File: src/aid_pkg.sv
package aid_pkg;

    localparam int ACCEL_W = 16;
    localparam int SUM_W   = 2 * ACCEL_W;
    localparam int CNT_W   = $clog2(ACCEL_W);
    localparam int MAG_W   = 16;
    localparam int FIELD_W = 16;
    localparam int CFG_W   = 16;
    localparam int QCNT_W  = 4;

    localparam logic [MAG_W-1:0]  MAG_MAX          = '1;
    localparam logic [QCNT_W-1:0] QCNT_MAX         = '1;
    localparam logic [CFG_W-1:0]  RST_DELTA_THR    = 16'd737;
    localparam logic [CFG_W-1:0]  RST_JUMP_THR     = 16'd492;
    localparam logic [QCNT_W-1:0] RST_REQ_COUNT    = 4'd2;
    localparam logic [CFG_W-1:0]  RST_COOLDOWN_SEC = 16'd60;
    localparam logic [CFG_W-1:0]  RST_ONE_G        = 16'd4096;
    localparam logic [MAG_W-1:0]  RST_PREV_MAG     = 16'd4096;

    typedef enum logic [2:0] {
        CFG_DELTA_THR    = 3'd0,
        CFG_JUMP_THR     = 3'd1,
        CFG_REQ_COUNT    = 3'd2,
        CFG_COOLDOWN_SEC = 3'd3,
        CFG_ONE_G        = 3'd4
    } t_cfg_idx;

    typedef enum logic {
        OP_SAMPLE = 1'b0,
        OP_TICK   = 1'b1
    } t_op;

endpackage

File: src/accel_impact_detector_top.sv
// channel | direction | handshake                 | payload
// in      | input     | i_in_valid / o_in_stall   | operation, accel_x, accel_y, accel_z
// out     | output    | o_out_valid / i_out_stall | magnitude, deviation, jump, flags
// cfg     | input     | i_cfg_we                  | i_cfg_addr, i_cfg_data
// a sample goes in order through taking the word, the bit-serial squares, the
// bit-a-cycle square root, handing the root over and the decision (ST_DIFF, ST_OUT)
// a tick goes straight from ST_IDLE to ST_OUT; one item is in flight at a time
// reset is synchronous, active low, and restores register and history defaults
// a result waits in the output register under stall; the next word is taken meanwhile
module accel_impact_detector_top
    import aid_pkg::*;
(
    input  logic               i_clk,
    input  logic               i_rst_n,
    input  logic               i_in_valid,
    output logic               o_in_stall,
    input  logic               i_operation,
    input  logic [FIELD_W-1:0] i_accel_x,
    input  logic [FIELD_W-1:0] i_accel_y,
    input  logic [FIELD_W-1:0] i_accel_z,
    output logic               o_out_valid,
    input  logic               i_out_stall,
    output logic [MAG_W-1:0]   o_magnitude,
    output logic [MAG_W-1:0]   o_deviation,
    output logic [MAG_W-1:0]   o_jump,
    output logic               o_alert,
    output logic               o_suppressed,
    output logic               o_in_cooldown,
    input  logic               i_cfg_we,
    input  logic [2:0]         i_cfg_addr,
    input  logic [CFG_W-1:0]   i_cfg_data
);

    typedef enum logic [1:0] {
        ST_IDLE,
        ST_WAIT_MAG,
        ST_DIFF,
        ST_OUT
    } t_state;

    t_state              r_state;
    logic                r_is_tick;
    logic [MAG_W-1:0]    r_mag, r_dev, r_jmp;
    logic [MAG_W-1:0]    r_prev_mag;
    logic                r_first;
    logic [QCNT_W-1:0]   r_qcnt;
    logic [CFG_W-1:0]    r_cooldown;
    logic                r_out_valid;
    logic [MAG_W-1:0]    r_o_mag, r_o_dev, r_o_jmp;
    logic                r_o_alert, r_o_supp, r_o_cool;

    logic [CFG_W-1:0]    r_delta_thr, r_jump_thr, r_cool_sec, r_one_g;
    logic [QCNT_W-1:0]   r_req_cnt;

    logic                in_acc, out_free, mag_start, mag_done;
    logic [MAG_W-1:0]    mag_val;
    logic                n_qual;
    logic [QCNT_W-1:0]   n_qcnt;
    logic [CFG_W-1:0]    n_cooldown;
    logic                n_alert, n_supp;

    aid_mag u_mag (
        .i_clk   (i_clk),
        .i_rst_n (i_rst_n),
        .i_start (mag_start),
        .i_x     (i_accel_x),
        .i_y     (i_accel_y),
        .i_z     (i_accel_z),
        .o_done  (mag_done),
        .o_mag   (mag_val)
    );

    assign o_in_stall = (r_state != ST_IDLE);
    assign in_acc     = i_in_valid && (r_state == ST_IDLE);
    assign mag_start  = in_acc && (t_op'(i_operation) == OP_SAMPLE);
    assign out_free   = !r_out_valid || !i_out_stall;

    always_comb begin
        n_qual = (r_dev >= r_delta_thr) && (r_jmp >= r_jump_thr);
        n_qcnt = r_qcnt;
        n_cooldown = r_cooldown;
        n_alert = 1'b0;
        n_supp = 1'b0;
        if (r_is_tick) begin
            if (r_cooldown != '0) begin
                n_cooldown = r_cooldown - 1'b1;
            end
        end else begin
            if (n_qual) begin
                if (r_qcnt != QCNT_MAX) begin
                    n_qcnt = r_qcnt + 1'b1;
                end
            end else begin
                n_qcnt = '0;
            end
            if (n_qcnt >= r_req_cnt) begin
                n_qcnt = '0;
                if (r_cooldown != '0) begin
                    n_supp = 1'b1;
                end else begin
                    n_alert = 1'b1;
                    n_cooldown = r_cool_sec;
                end
            end
        end
    end

    always_ff @(posedge i_clk) begin
        if (!i_rst_n) begin
            r_delta_thr <= RST_DELTA_THR;
            r_jump_thr  <= RST_JUMP_THR;
            r_req_cnt   <= RST_REQ_COUNT;
            r_cool_sec  <= RST_COOLDOWN_SEC;
            r_one_g     <= RST_ONE_G;
        end else if (i_cfg_we) begin
            case (t_cfg_idx'(i_cfg_addr))
                CFG_DELTA_THR:    r_delta_thr <= i_cfg_data;
                CFG_JUMP_THR:     r_jump_thr  <= i_cfg_data;
                CFG_REQ_COUNT:    r_req_cnt   <= i_cfg_data[QCNT_W-1:0];
                CFG_COOLDOWN_SEC: r_cool_sec  <= i_cfg_data;
                CFG_ONE_G:        r_one_g     <= i_cfg_data;
                default: ;
            endcase
        end
    end

    always_ff @(posedge i_clk) begin
        if (!i_rst_n) begin
            r_state     <= ST_IDLE;
            r_is_tick   <= 1'b0;
            r_prev_mag  <= RST_PREV_MAG;
            r_first     <= 1'b1;
            r_qcnt      <= '0;
            r_cooldown  <= '0;
            r_out_valid <= 1'b0;
        end else begin
            if (r_out_valid && !i_out_stall && (r_state != ST_OUT)) begin
                r_out_valid <= 1'b0;
            end
            case (r_state)
                ST_IDLE: begin
                    if (in_acc) begin
                        r_is_tick <= (t_op'(i_operation) == OP_TICK);
                        if (t_op'(i_operation) == OP_TICK) begin
                            r_mag <= '0;
                            r_dev <= '0;
                            r_jmp <= '0;
                            r_state <= ST_OUT;
                        end else begin
                            r_state <= ST_WAIT_MAG;
                        end
                    end
                end
                ST_WAIT_MAG: begin
                    if (mag_done) begin
                        r_mag <= mag_val;
                        r_state <= ST_DIFF;
                    end
                end
                ST_DIFF: begin
                    r_dev <= (r_mag >= r_one_g) ? r_mag - r_one_g : r_one_g - r_mag;
                    if (r_first) begin
                        r_jmp <= '0;
                    end else begin
                        r_jmp <= (r_mag >= r_prev_mag) ? r_mag - r_prev_mag
                                                       : r_prev_mag - r_mag;
                    end
                    r_state <= ST_OUT;
                end
                ST_OUT: begin
                    if (out_free) begin
                        r_qcnt      <= n_qcnt;
                        r_cooldown  <= n_cooldown;
                        r_out_valid <= 1'b1;
                        r_o_mag     <= r_mag;
                        r_o_dev     <= r_dev;
                        r_o_jmp     <= r_jmp;
                        r_o_alert   <= n_alert;
                        r_o_supp    <= n_supp;
                        r_o_cool    <= (n_cooldown != '0);
                        if (!r_is_tick) begin
                            r_prev_mag <= r_mag;
                            r_first    <= 1'b0;
                        end
                        r_state <= ST_IDLE;
                    end
                end
                default: begin
                    r_state <= ST_IDLE;
                end
            endcase
        end
    end

    assign o_out_valid   = r_out_valid;
    assign o_magnitude   = r_o_mag;
    assign o_deviation   = r_o_dev;
    assign o_jump        = r_o_jmp;
    assign o_alert       = r_o_alert;
    assign o_suppressed  = r_o_supp;
    assign o_in_cooldown = r_o_cool;

endmodule

File: src/aid_mag.sv
module aid_mag
    import aid_pkg::*;
(
    input  logic               i_clk,
    input  logic               i_rst_n,
    input  logic               i_start,
    input  logic [FIELD_W-1:0] i_x,
    input  logic [FIELD_W-1:0] i_y,
    input  logic [FIELD_W-1:0] i_z,
    output logic               o_done,
    output logic [MAG_W-1:0]   o_mag
);

    typedef enum logic [1:0] {
        S_IDLE,
        S_SQUARE,
        S_ROOT,
        S_DONE
    } t_state;

    t_state               r_state;
    logic [CNT_W-1:0]     r_cnt;
    logic [ACCEL_W-1:0]   r_ax, r_ay, r_az;
    logic [SUM_W-1:0]     r_mx, r_my, r_mz;
    logic [SUM_W-1:0]     r_sum;
    logic [ACCEL_W+1:0]   r_rem;
    logic [ACCEL_W-1:0]   r_root;

    logic [ACCEL_W-1:0]   n_ax, n_ay, n_az;
    logic [SUM_W-1:0]     n_acc;
    logic [ACCEL_W+1:0]   n_rem_sh, n_trial;
    logic [31:0]          n_root_ext;

    function automatic logic [ACCEL_W-1:0] abs_of(input logic [FIELD_W-1:0] raw);
        logic [31:0]        ext;
        logic [ACCEL_W-1:0] v;
        ext = {16'b0, raw};
        v = ext[ACCEL_W-1:0];
        return v[ACCEL_W-1] ? (~v + 1'b1) : v;
    endfunction

    always_comb begin
        n_ax = abs_of(i_x);
        n_ay = abs_of(i_y);
        n_az = abs_of(i_z);
        n_acc = r_sum + (r_ax[0] ? r_mx : '0) + (r_ay[0] ? r_my : '0)
              + (r_az[0] ? r_mz : '0);
        n_rem_sh = {r_rem[ACCEL_W-1:0], r_sum[SUM_W-1 -: 2]};
        n_trial = {r_root, 2'b01};
        n_root_ext = 32'(r_root);
    end

    always_ff @(posedge i_clk) begin
        if (!i_rst_n) begin
            r_state <= S_IDLE;
            r_cnt <= '0;
        end else begin
            case (r_state)
                S_IDLE: begin
                    if (i_start) begin
                        r_ax <= n_ax;
                        r_ay <= n_ay;
                        r_az <= n_az;
                        r_mx <= SUM_W'(n_ax);
                        r_my <= SUM_W'(n_ay);
                        r_mz <= SUM_W'(n_az);
                        r_sum <= '0;
                        r_cnt <= '0;
                        r_state <= S_SQUARE;
                    end
                end
                S_SQUARE: begin
                    r_sum <= n_acc;
                    r_ax <= r_ax >> 1;
                    r_ay <= r_ay >> 1;
                    r_az <= r_az >> 1;
                    r_mx <= r_mx << 1;
                    r_my <= r_my << 1;
                    r_mz <= r_mz << 1;
                    if (r_cnt == CNT_W'(ACCEL_W - 1)) begin
                        r_cnt <= '0;
                        r_rem <= '0;
                        r_root <= '0;
                        r_state <= S_ROOT;
                    end else begin
                        r_cnt <= r_cnt + 1'b1;
                    end
                end
                S_ROOT: begin
                    r_sum <= r_sum << 2;
                    if (n_rem_sh >= n_trial) begin
                        r_rem <= n_rem_sh - n_trial;
                        r_root <= {r_root[ACCEL_W-2:0], 1'b1};
                    end else begin
                        r_rem <= n_rem_sh;
                        r_root <= {r_root[ACCEL_W-2:0], 1'b0};
                    end
                    if (r_cnt == CNT_W'(ACCEL_W - 1)) begin
                        r_cnt <= '0;
                        r_state <= S_DONE;
                    end else begin
                        r_cnt <= r_cnt + 1'b1;
                    end
                end
                S_DONE: begin
                    r_state <= S_IDLE;
                end
                default: begin
                    r_state <= S_IDLE;
                end
            endcase
        end
    end

    // root saturates at the magnitude width
    assign o_done = (r_state == S_DONE);
    assign o_mag  = (|n_root_ext[31:MAG_W]) ? MAG_MAX : n_root_ext[MAG_W-1:0];

endmodule

File: config.mk
export PLATFORM = sky130hd
export DESIGN_NAME = accel_impact_detector_top
export DESIGN_NICKNAME = d
export VERILOG_FILES = /design/src/aid_pkg.sv /design/src/accel_impact_detector_top.sv /design/src/aid_mag.sv
export SDC_FILE = /design/constraint.sdc
export NUM_CORES = 1
export LEC_CHECK = 0
export CAP_MARGIN = 15
export CELL_PAD_IN_SITES_DETAIL_PLACEMENT = 0
export CELL_PAD_IN_SITES_GLOBAL_PLACEMENT = 1
export CORE_UTILIZATION = 55
export DETAILED_ROUTE_END_ITERATION = 10
export DONT_BUFFER_PORTS = 1
export GPL_TIMING_DRIVEN = 0
export HOLD_SLACK_MARGIN = 0.06
export PLACE_DENSITY_LB_ADDON = 0.1
export SETUP_SLACK_MARGIN = 0.2
export SYNTH_ARGS = -nofsm -noshare
export SYNTH_HDL_FRONTEND = slang
export SYNTH_SLANG_ARGS = --single-unit
File: constraint.sdc
create_clock -name i_clk -period 11.6 [get_ports i_clk]
set_input_delay 0 -clock i_clk [delete_from_list [all_inputs] [get_ports i_clk]]
set_output_delay 0 -clock i_clk [all_outputs]
set_load 0.05 [all_outputs]
Word-level counts from Yosys, hierarchy flattened --
Index checks and enable logic that the tools add are counted.
Storage, ports and cells: register bits 422, bits of input ports 73, output and inout port bits 53, word-level logic and storage cells 177
Operators by class: add/subtract/negate cells 14, order comparisons 6, equal/unequal tests 20, mux-type cells 60, bitwise logic cells 6, reduce and logical (&&, ||, !) cells 39
Operators by type and width (count):
- 16-bit two-way mux | 19
- 16-bit one-hot mux with 2 select lines | 8
- 32-bit two-way mux | 7
- 32-bit one-hot mux with 2 select lines | 3
- 32-bit adder | 3
- 32-bit one-hot mux with 3 select lines | 1
- 16-bit subtractor | 5
- 16-bit greater-or-equal comparator | 4
- 16-bit by 1-bit adder with 16-bit output, second input constant | 3
- 16-bit inverter | 3
- 16-bit nonzero test | 2
- 4-bit two-way mux | 6
- 3-bit AND reduction | 7
- 18-bit greater-or-equal comparator | 1
- 2-bit one-hot mux with 4 select lines | 2
- 2-bit AND reduction | 8
- 16-bit by 1-bit subtractor with 16-bit output, second input constant | 1
- 2-bit two-way mux | 7
- 2-bit inequality test, second input constant | 6
- 2-bit nonzero test | 6
- 4-bit by 1-bit adder with 4-bit output, second input constant | 2
- 2-bit == test, second input constant | 4
- 4-bit one-hot mux with 2 select lines | 1
- 3-bit by 2-bit == test with 1-bit output, second input constant | 2
- other kinds (18) | 34

Logic depth before layout (Yosys ltp) --
Gate-level depths: netlist (run 1).
word-level depth 8, gate-level depth with buffers 20, depth with buffers taken out 19

Cells and area by module --
Synthesis (run 1) repeated with hierarchy kept, for this count alone.
Unflattened totals: cell total of the unflattened synthesis 2775, area, all modules 26138.8 µm²
By module, submodules not included:
- aid_mag | times used 1, cells each 1446, area each 14252.4 µm², sequential area each 6366.1 µm²
- accel_impact_detector_top | times used 1, cells each 1329, area each 11886.4 µm², sequential area each 5154.9 µm²

Worst setup path before layout (run 1) --
OpenSTA, ideal clock, no wires.
kind register -> register, from register u_mag.r_state[1], to register u_mag.r_ax[0], enable pin, setup time 0.649 ns, arrival time 7.049 ns, required time 10.951 ns, slack 3.902 ns, cell stages (with the launch flop) 7, path buffers 2, period minus slack after synthesis 7.698 ns, cell sequence dfxtp_1 > inv_1 > ha_1 > clkbuf_1 > clkbuf_1 > mux2i_1 > nor2_1
Between the ends: cells in the longest elaborated chain, start to end 3, elaborated cells between the ends (all ways) 5, those cells by class eq/ne (2); reduce/logical (3)
RTL lines:
- start: declaration | line aid_mag.sv:21 | t_state r_state;
- start signal: assignment | line aid_mag.sv:55 | r_state <= S_IDLE;
- start signal: assignment | line aid_mag.sv:69 | r_state <= S_SQUARE;
- start signal: assignment | line aid_mag.sv:84 | r_state <= S_ROOT;
- 2-bit by 1-bit == test with 1-bit output or 2-bit logical NOT (tied branches) | line aid_mag.sv:58 | case (r_state)
- 2-bit nonzero test (no source line) or 2-bit inequality test (tied branches)
- 3-bit AND reduction (no source line) *
- end signal: assignment | line aid_mag.sv:61 | r_ax <= n_ax;
- end signal: assignment | line aid_mag.sv:74 | r_ax <= r_ax >> 1;
- end: declaration | line aid_mag.sv:23 | logic [ACCEL_W-1:0] r_ax, r_ay, r_az;
Mark *: on every way between the ends. The rest lies on a longest branch, timed or not. A chain may end at the register's enable or synchronous reset.

Worst setup path after layout (run 1) --
from register u_mag.r_az[0], to register u_mag.r_sum[30] (data pin)
Between the ends: cells in the longest elaborated chain, start to end 3
RTL lines:
- start: declaration | line aid_mag.sv:23
- start signal: assignment | line aid_mag.sv:63 | r_az <= n_az;
- start signal: assignment | line aid_mag.sv:76 | r_az <= r_az >> 1;
- 32-bit two-way mux | line aid_mag.sv:47 | + (r_az[0] ? r_mz : '0);
- 32-bit adder | line aid_mag.sv:47
- 32-bit one-hot mux with 3 select lines | line aid_mag.sv:58
- end signal: assignment | line aid_mag.sv:73 | r_sum <= n_acc;
- end signal: assignment | line aid_mag.sv:90 | r_sum <= r_sum << 2;
- end: declaration | line aid_mag.sv:25 | logic [SUM_W-1:0] r_sum;
Every way passes these cells.

==> results.toml, run 1 <==
[status]
outcome = "completed"

[clock_tree]
cts_tree = "yes"
h-tree-depth = 2
cts.path.max_buffers = 3
clkLatencyLatePin_ns = 0.60
root_buffer = "clkbuf_16"
cts_sinks = 422
cts_buffers = 47
clk_pin_slew_ns = 0.06
cts.repair.resized = 0
cts_setup_buffers = 0

[global_route]
overflow = 0
grt_pass1_vias = 19700
grt_pass1_wl_um = 107000
gr-usage-all-layers_pct = 29.1
antenna_found_initial = 1
grt_max_degree = 37

[floorplan]
pin_count = 126
die_h_um = 218
num_rows = 78
dieArea_mm2 = 0.0475
design.core.area_mm2 = 0.0457
initial_core_util_pct = 56.1
die_w_um = 218

[final_layout]
final_net_count = 3124
final_util_pct = 63.8
layout_commonest_cell = "nand2_1"
seq_area_mm2 = 0.0115
area_growth_pct = 13.6
multiInputGateArea_mm2 = 0.0125
postLayoutCellArea_mm2 = 0.0291
layout-drive-gt1-share_pct = 4.94
fillers = 3818
final_cell_mix = "nand2_1, inv_1, edfxtp_1"

[placement]
placed_area_mm2 = 0.0266
dp_hpwl_um = 50600
portBuffers = 0
gp_congestion = 0.960
dp_slack_ns = 6.19

[sta]
post-route-period-util_pct = 46.9
setup-violations-final = 0
fin_skew_ns = 0.0295
fmax_mhz = 184
setup_tns_ns = 0
tightestPinTransition_ns = 0.950
maxSlewViolCount = 0
fin_ws_ns = 6.16
rsz0062_at_grt = "false"
maxSlewHeadroom_pct = 36.1
hold_viol = 0
finalCriticalPeriod_ns = 5.44

[synth]
syn_nets = 2956
synth_ff_type = "edfxtp_1"
synth_cell_types = 80
synth_edf_count = 307
ys_async_sr_fraction_pct = 0
synth_area_mm2 = 0.0256
ys_seq_area_share_pct = 44.9
yosysWarnings = 0
ys_seq_elements = 422
avgSynthCellArea_um2 = 9.66
synth_cells = 2656

[critical_path]
crit_required_ns = 11.92
crit_arrival_ns = 5.76
r2r_slack_ns = 6.16
setup.worst_path.end_class = "flop"
path_max_fanout = 10
rr_startpoint = "u_mag.r_az[0]$_DFFE_PP_"
reg2reg_to = "u_mag.r_sum[30]$_DFFE_PP_"
criticalPathCategory = "flop to flop"
worstRegToRegCells = 16
cp-start-kind = "flop"

[pwr]
vdd_drop_max_v = 0.000169
power_leakage_nw = 11.9
powerDensity_mw_per_mm2 = 198

[hold_path]
min_from = "i_accel_x[10]"
min_to = "u_mag.r_ax[14]$_DFFE_PP_"
hold_depth = 5
hold_class = "primary input to flop"

[drt]
ant_nets = 0
via_count = 19600
routedWlPerCell_um = 19.7
drtIter0Drc = 1220
drt_first_pass_iters = 5
remaining_drc_errors = 0
drt_wl_total_um = 68100
via_per_inst = 5.67

[run]
max_cap_violations = 0
-- cell usage after synthesis (5+ instances only) --
master | number | area, µm²
o21a_1 | 11 | 82.6
a211oi_1 | 23 | 173
dfxtp_1 | 115 | 2300
buf_1 | 7 | 26.3
o211ai_1 | 26 | 195
xor2_1 | 24 | 210
a21oi_1 | 242 | 1210
a2111oi_0 | 5 | 43.8
o311ai_0 | 7 | 61.3
a21o_1 | 73 | 548
or4_1 | 6 | 45.0
inv_1 | 321 | 1200
xnor2_1 | 83 | 727
ha_1 | 161 | 2010
nor3_1 | 34 | 170
clkbuf_1 | 89 | 334
and3_1 | 11 | 68.8
or3_1 | 8 | 50.1
nor2_1 | 188 | 706
mux2_2 | 13 | 146
nand4_1 | 17 | 106
nor3b_1 | 5 | 37.5
o41ai_1 | 8 | 70.1
edfxtp_1 | 307 | 9220
o21ai_0 | 80 | 400
nand3_1 | 29 | 145
buf_2 | 7 | 35.0
mux2i_1 | 48 | 480
nand2_1 | 325 | 1220
and2_1 | 121 | 757
nand2b_1 | 32 | 200
o31ai_1 | 20 | 150
a221oi_1 | 8 | 70.1
nor2b_1 | 29 | 181
o21bai_1 | 14 | 105
fa_1 | 66 | 1320
-- metrics by stage --
step           power [mW]  std cells  hold slack, ns
2_1_floorplan        3.72       2656           0.124
5_1_grt              6.12       3457           0.122
3_3_place_gp         4.25       3256           0.132
4_1_cts              5.78       3456          0.0637
3_5_place_dp         4.29       3267           0.135
6_report             5.76       3457          0.0788
-- logic make-up (layout without fill, tap and decap cells) --
kind of cell             after synthesis  in the layout  synth area share [%]
XOR/XNOR                             107            107                  3.65
buffers and inverters                431            631                  6.46
multiplexers                          61             61                  2.44
AND/OR/NAND/NOR                      830            830                  15.2
flip-flops                           422            422                  44.9
other                                  0              1                     0
AO/OA/AOI/OAI                        578            578                  14.3
adder cells (fa/ha/maj)              227            227                  13.0
-- per-layer routing --
metal / share of wire (%) / up-vias / routed length, µm / global-route usage, %
met5: 0 / - / 0 / 0
met4: 3.4 / 0 / 2300 / 10.9
met3: 5.0 / 143 / 3390 / 3.33
met2: 49 / 554 / 33600 / 50.6
met1: 42 / 9457 / 28800 / 37.0
li1: - / 9450 / - / -
-- power breakdown --
part / switching, mW / internal [mW]
Combinational: 1.38 / 0.895
Sequential: 0.171 / 1.88
Clock: 0.625 / 0.810
Total: 2.17 / 3.59
-- worst max-delay path by stage --
stage | startpoint | end | slack, ns
finish | u_mag.r_az[0]$_DFFE_PP_ | u_mag.r_sum[30]$_DFFE_PP_ | 6.16
global route | u_mag.r_az[0]$_DFFE_PP_ | u_mag.r_sum[28]$_DFFE_PP_ | 5.78
CTS | u_mag.r_az[0]$_DFFE_PP_ | u_mag.r_sum[28]$_DFFE_PP_ | 6.20
detailed placement | u_mag.r_az[0]$_DFFE_PP_ | u_mag.r_sum[30]$_DFFE_PP_ | 6.19
global placement | u_mag.r_state[1]$_SDFFE_PN0P_ | u_mag.r_my[20]$_SDFFCE_PN0P_ | 0.91
floorplan | u_mag.r_state[1]$_SDFFE_PN0P_ | u_mag.r_ax[0]$_DFFE_PP_ | 3.90
-- flip-flops by register name, summed over array words and instances (netlist names), 32 cells and up --
register / flops
u_mag.r_mx: 32
u_mag.r_mz: 32
u_mag.r_my: 32
u_mag.r_sum: 32
-- final cells by class --
type	count	share of cell area, %
multi-input cells	1803	42.9
clock buffers	54	4.13
diodes	1	0.00859
plain buffers	108	1.52
inverters	323	4.16
flip-flops and latches	422	39.5
well taps	600	2.58
clock inverters	27	0.794
repair buffers	119	4.36
-- critical path, stage by stage, from the launching register on --
cell	delay [ns]
edfxtp_1	0.52
clkbuf_1	0.29
and2_1	0.23
fa_1	0.54
inv_1	0.06
fa_1	0.56
inv_1	0.06
ha_1	0.30
a211o_1	0.12
o211ai_1	0.17
a2111oi_0	0.80
nor2_1	0.11
a21o_1	0.26
o41ai_1	0.66
o31ai_1	0.20
mux2i_1	0.19
o211ai_1	0.10
-- repair_timing --
item,CTS,global route
setup endpoints to repair,0,0
hold buffers,108,0
hold endpoints to repair,235,0
Note: power is estimated with default switching activity, not from simulation.
==> inputs of run 2 (changes only) <==
--- a/config.mk
+++ b/config.mk
@@ -8,7 +8,7 @@
 export CAP_MARGIN = 15
 export CELL_PAD_IN_SITES_DETAIL_PLACEMENT = 0
 export CELL_PAD_IN_SITES_GLOBAL_PLACEMENT = 1
-export CORE_UTILIZATION = 55
+export CORE_UTILIZATION = 46
 export DETAILED_ROUTE_END_ITERATION = 10
 export DONT_BUFFER_PORTS = 1
 export GPL_TIMING_DRIVEN = 0
==> constraint.sdc (replaced) <==
create_clock -name i_clk -period 4.88 [get_ports i_clk]
set_input_delay 0 -clock i_clk [delete_from_list [all_inputs] [get_ports i_clk]]
set_output_delay 0 -clock i_clk [all_outputs]
set_load 0.05 [all_outputs]
==> results.toml, run 2 (synthesized netlist as in run 1, its figures left out) <==
[sta]
post-route-period-util_pct = 93.6
tightestPinTransition_ns = 1.01
maxSlewHeadroom_pct = 32.2
fin_skew_ns = 0.0147
setup-violations-final = 0
rsz0062_at_grt = "false"
maxSlewViolCount = 0
finalCriticalPeriod_ns = 4.57
hold_viol = 0
fin_ws_ns = 0.310
fmax_mhz = 219

[drt]
via_per_inst = 5.35
drt_wl_total_um = 70700
via_count = 19500
ant_nets = 0
routedWlPerCell_um = 19.4
remaining_drc_errors = 0
drtIter0Drc = 1176
drt_first_pass_iters = 5

[final_layout]
area_growth_pct = 16.3
multiInputGateArea_mm2 = 0.0127
fillers = 5097
layout-drive-gt1-share_pct = 6.51
final_net_count = 3145
final_cell_mix = "nand2_1, inv_1, edfxtp_1"
seq_area_mm2 = 0.0115
final_util_pct = 54.2
layout_commonest_cell = "nand2_1"
fin_cells = 3635
postLayoutCellArea_mm2 = 0.0298

[placement]
placed_area_mm2 = 0.0268
placed_cells = 3414
portBuffers = 0
dp_slack_ns = -0.583
dp_hpwl_um = 52800
gp_congestion = 0.879

[clock_tree]
cts.path.max_buffers = 3
clkLatencyLatePin_ns = 0.60
cts_sinks = 422
cts_buffers = 50
cts_tree = "yes"
h-tree-depth = 2
clk_pin_slew_ns = 0.06
root_buffer = "clkbuf_16"

[critical_path]
setup.worst_path.end_class = "flop"
cp_num_buf_inv = 4
crit_required_ns = 5.21
path_cells = "buf_8 -> and2_1 -> fa_1 -> inv_1 -> fa_1 -> inv_1 -> ha_1 -> inv_1 -> fa_2 -> nor2b_1 -> o31a_1 -> o211ai_1 -> o21bai_2 -> a21o_1 -> a21o_1 -> a21o_1 -> a211oi_2 -> o31ai_1"
path_max_fanout = 8
rr_startpoint = "u_mag.r_az[0]$_DFFE_PP_"
cp_slowest_stage_delay_ns = 0.55
criticalPathCategory = "flop to flop"
slowest_stage = "fa_1"
crit_arrival_ns = 4.90
cp-start-kind = "flop"
crit_start = "u_mag.r_az[0]$_DFFE_PP_"
cp_top_family = "compound AO/OA/AOI/OAI gates"

[global_route]
grt_max_degree = 36
grt_pass1_wl_um = 111000
overflow = 0
gr-usage-all-layers_pct = 25.1
grt_pass1_vias = 19800
antenna_found_initial = 1

[floorplan]
die_h_um = 238
die_w_um = 238
pin_count = 126
design.core.area_mm2 = 0.0551
initial_core_util_pct = 46.5
num_rows = 86
dieArea_mm2 = 0.0567

[run]
max_cap_violations = 0

[pwr]
powerDensity_mw_per_mm2 = 477
total_power_mw = 14.2
power_leakage_nw = 12.2
vdd_drop_max_v = 0.000313

[hold_path]
min_from = "i_cfg_addr[1]"
hold_class = "primary input to flop"

[status]
outcome = "completed"
run 2: metal layers:
layer | vias to the layer above | routed length (µm) | part of all wire, % | track usage, %
li1 | 9495 | - | - | -
met2 | 352 | 34900 | 49 | 44.1
met3 | 92 | 2600 | 3.7 | 3.15
met4 | 0 | 1870 | 2.6 | 7.61
met1 | 9519 | 31200 | 44 | 32.2
met5 | - | 0 | 0 | 0
run 2: power by group:
group	total, mW	switching (mW)	internal (mW)	leakage (nW)
clock network	3.67	1.56	2.11	0.765
registers	4.89	0.406	4.48	3.77
logic	5.66	3.41	2.25	7.62
run 2: final timing paths:
kind,slack [ns],endpoint,depth (start not counted)
max,0.31,u_mag.r_sum[17]$_DFFE_PP_,18
min,0.11,r_jump_thr[12]$_SDFFE_PN0P_,4
max reg2reg,0.31,u_mag.r_sum[17]$_DFFE_PP_,18
min reg2reg,0.44,r_first$_SDFFE_PN1P_,2
run 2: layout make-up:
class | instances | area share, %
Antenna cell | 1 | 0.00839
Buffer | 108 | 1.59
Clock buffer | 58 | 4.33
Clock inverter | 35 | 0.985
Inverter | 323 | 4.06
Multi-Input combinational cell | 1803 | 42.5
Sequential cell | 422 | 38.6
Tap cell | 748 | 3.14
Timing Repair Buffer | 137 | 4.79
run 2: repair_timing:
action / CTS / global route
gates cloned: 0 / 1
buffers inserted: 1 / 9
hold endpoints to repair: 239 / 0
pin swaps: 2 / 13
resized for setup: 23 / 29
endpoints found under the setup margin: 15 / 11
hold buffers: 116 / 0
run 2: tightest hold or removal path, cell delays in order:
cell and delay, ns:
or2_2 0.08, clkbuf_1 0.37, nand2_1 0.10, a21oi_1 0.13
run 2: metrics by stage:
step	TNS, ns	hold WS (ns)
finish	0	0.109
global route	0	0.151
CTS	0	0.0606
detailed placement	-2.47	0.132
global placement	-185.68	0.127
floorplan	0	0.124
==> inputs of run 3 (changes only) <==
--- a/config.mk
+++ b/config.mk
@@ -5,12 +5,12 @@
 export SDC_FILE = /design/constraint.sdc
 export NUM_CORES = 1
 export LEC_CHECK = 0
+export BUFFER_PORTS_ARGS = -buffer_cell sky130_fd_sc_hd__buf_2
 export CAP_MARGIN = 15
 export CELL_PAD_IN_SITES_DETAIL_PLACEMENT = 0
 export CELL_PAD_IN_SITES_GLOBAL_PLACEMENT = 1
-export CORE_UTILIZATION = 46
+export CORE_UTILIZATION = 44
 export DETAILED_ROUTE_END_ITERATION = 10
-export DONT_BUFFER_PORTS = 1
 export GPL_TIMING_DRIVEN = 0
 export HOLD_SLACK_MARGIN = 0.06
 export PLACE_DENSITY_LB_ADDON = 0.1
==> results.toml, run 3 (synthesized netlist as in run 1, its figures left out) <==
[sta]
setup-violations-final = 0
hold_viol = 0
rsz0062_at_grt = "true"
post-route-period-util_pct = 93.1
finalCriticalPeriod_ns = 4.54
maxSlewViolCount = 0
maxSlewHeadroom_pct = 15.8
tightestPinTransition_ns = 1.25
fin_skew_ns = 0.0253
setup_tns_ns = 0
fmax_mhz = 220
fin_ws_ns = 0.336

[pwr]
vdd_drop_max_v = 0.000333
power_leakage_nw = 12.7
total_power_mw = 14.6
powerDensity_mw_per_mm2 = 479

[global_route]
overflow = 0
grt_pass1_wl_um = 109000
antenna_found_initial = 0
grt_max_degree = 37
gr-usage-all-layers_pct = 23.5
grt_pass1_vias = 19900

[status]
outcome = "completed"

[final_layout]
final_util_pct = 53.0
seq_area_mm2 = 0.0115
layout_commonest_cell = "nand2_1"
final_cell_mix = "nand2_1, inv_1, edfxtp_1"
diodes = 0
fillers = 5303
fin_cells = 3767
area_growth_pct = 19.1
final_net_count = 3260
layout-drive-gt1-share_pct = 11.0
multiInputGateArea_mm2 = 0.0127

[placement]
portBuffers = 124
placed_cells = 3555
dp_hpwl_um = 52900
dp_slack_ns = -0.549
gp_congestion = 0.889

[critical_path]
slowest_stage = "fa_2"
setup.worst_path.end_class = "flop"
cp_num_buf_inv = 4
rr_startpoint = "u_mag.r_az[0]$_DFFE_PP_"
cp_slowest_stage_delay_ns = 0.57
crit_required_ns = 5.19
cp_top_family = "compound AO/OA/AOI/OAI gates"
r2r_slack_ns = 0.34
cp-start-kind = "flop"
critPathMostFrequentCell = "o211ai_1"
reg2reg_to = "u_mag.r_sum[30]$_DFFE_PP_"
criticalPathCategory = "flop to flop"
path_cells = "buf_6 -> and2_4 -> fa_1 -> inv_1 -> fa_2 -> inv_2 -> ha_4 -> a211o_1 -> o211ai_1 -> a2111oi_4 -> nor2_1 -> a21o_2 -> o41ai_4 -> buf_4 -> o31ai_2 -> mux2i_1 -> o211ai_1"
worstRegToRegCells = 17
path_max_fanout = 6
crit_arrival_ns = 4.85

[drt]
via_per_inst = 5.26
drtIter0Drc = 1299
remaining_drc_errors = 0
ant_nets = 0
via_count = 19800
routedWlPerCell_um = 18.7
drt_first_pass_iters = 5
drt_wl_total_um = 70300

[hold_path]
min_from = "i_out_stall"
min_to = "o_out_valid$_SDFF_PN0_"
hold_depth = 4
hold_class = "primary input to flop"

[clock_tree]
cts_sinks = 422
root_buffer = "clkbuf_16"
cts.path.max_buffers = 3
clk_pin_slew_ns = 0.06
cts_tree = "yes"
clkLatencyLatePin_ns = 0.60
h-tree-depth = 2
cts_buffers = 50

[floorplan]
initial_core_util_pct = 44.4
die_w_um = 243
design.core.area_mm2 = 0.0577
dieArea_mm2 = 0.0593
pin_count = 126
die_h_um = 243
num_rows = 88

[run]
max_cap_violations = 0
==> run 3: metal layers <==
metal	up-vias	routed length [µm]	GRT usage [%]
li1	9716	-	-
met1	9650	31900	30.5
met2	355	34200	40.7
met3	102	2260	2.69
met4	0	1920	7.21
met5	-	0	0
==> run 3: timing repair <==
| item | 4_1_cts | 5_1_grt |
|---|---|---|
| setup endpoints to repair | 15 | 12 |
| pin swaps | 3 | 16 |
| hold endpoints to repair | 179 | 0 |
| buffers inserted | 4 | 14 |
| cloned | 0 | 1 |
| hold buffers | 99 | 0 |
| gates resized for setup | 19 | 42 |
==> run 3: cell type report <==
| type | instances | area share, % |
|---|---|---|
| Multi-Input combinational cell | 1803 | 41.7 |
| Tap cell | 765 | 3.13 |
| Inverter | 323 | 3.97 |
| Sequential cell | 422 | 37.7 |
| Timing Repair Buffer | 252 | 6.33 |
| Clock buffer | 56 | 4.24 |
| Buffer | 108 | 1.54 |
| Clock inverter | 38 | 1.38 |
==> run 3: stage by stage <==
stage	instance area (µm²)	hold WS [ns]
4_1_cts	30300	0.173
5_1_grt	30600	0.203
6_report	30600	0.210
3_5_place_dp	27400	0.268
3_3_place_gp	27200	0.267
2_1_floorplan	25700	0.124
==> run 3: worst max-delay path by stage <==
| stage | start | endpoint | depth (start not counted) |
|---|---|---|---|
| after detailed placement | u_mag.r_az[0]$_DFFE_PP_ | u_mag.r_sum[28]$_DFFE_PP_ | 16 |
| after global placement | r_state[0]$_SDFFE_PN0P_ | u_mag.r_sum[21]$_DFFE_PP_ | 5 |
| after CTS | u_mag.r_az[0]$_DFFE_PP_ | u_mag.r_sum[29]$_DFFE_PP_ | 18 |
| final | u_mag.r_az[0]$_DFFE_PP_ | u_mag.r_sum[30]$_DFFE_PP_ | 17 |
| after global routing | u_mag.r_az[0]$_DFFE_PP_ | u_mag.r_sum[29]$_DFFE_PP_ | 15 |
| after floorplan | u_mag.r_az[0]$_DFFE_PP_ | u_mag.r_sum[30]$_DFFE_PP_ | 16 |
==> run 3: worst register-to-register path, stage by stage (launching register included) <==
cell       delay (ns)
edfxtp_1         0.53
buf_6            0.20
and2_4           0.14
fa_1             0.53
inv_1            0.06
fa_2             0.57
inv_2            0.05
ha_4             0.26
a211o_1          0.11
o211ai_1         0.21
a2111oi_4        0.44
nor2_1           0.11
a21o_2           0.28
o41ai_4          0.28
buf_4            0.19
o31ai_2          0.07
mux2i_1          0.15
o211ai_1         0.09
==> run 3: report_power, final <==
group          total, mW  internal (mW)  switching, mW
registers           4.77           4.48          0.296
logic               5.93           2.35           3.59
clock network       3.93           2.34           1.59
total               14.6           9.16           5.47
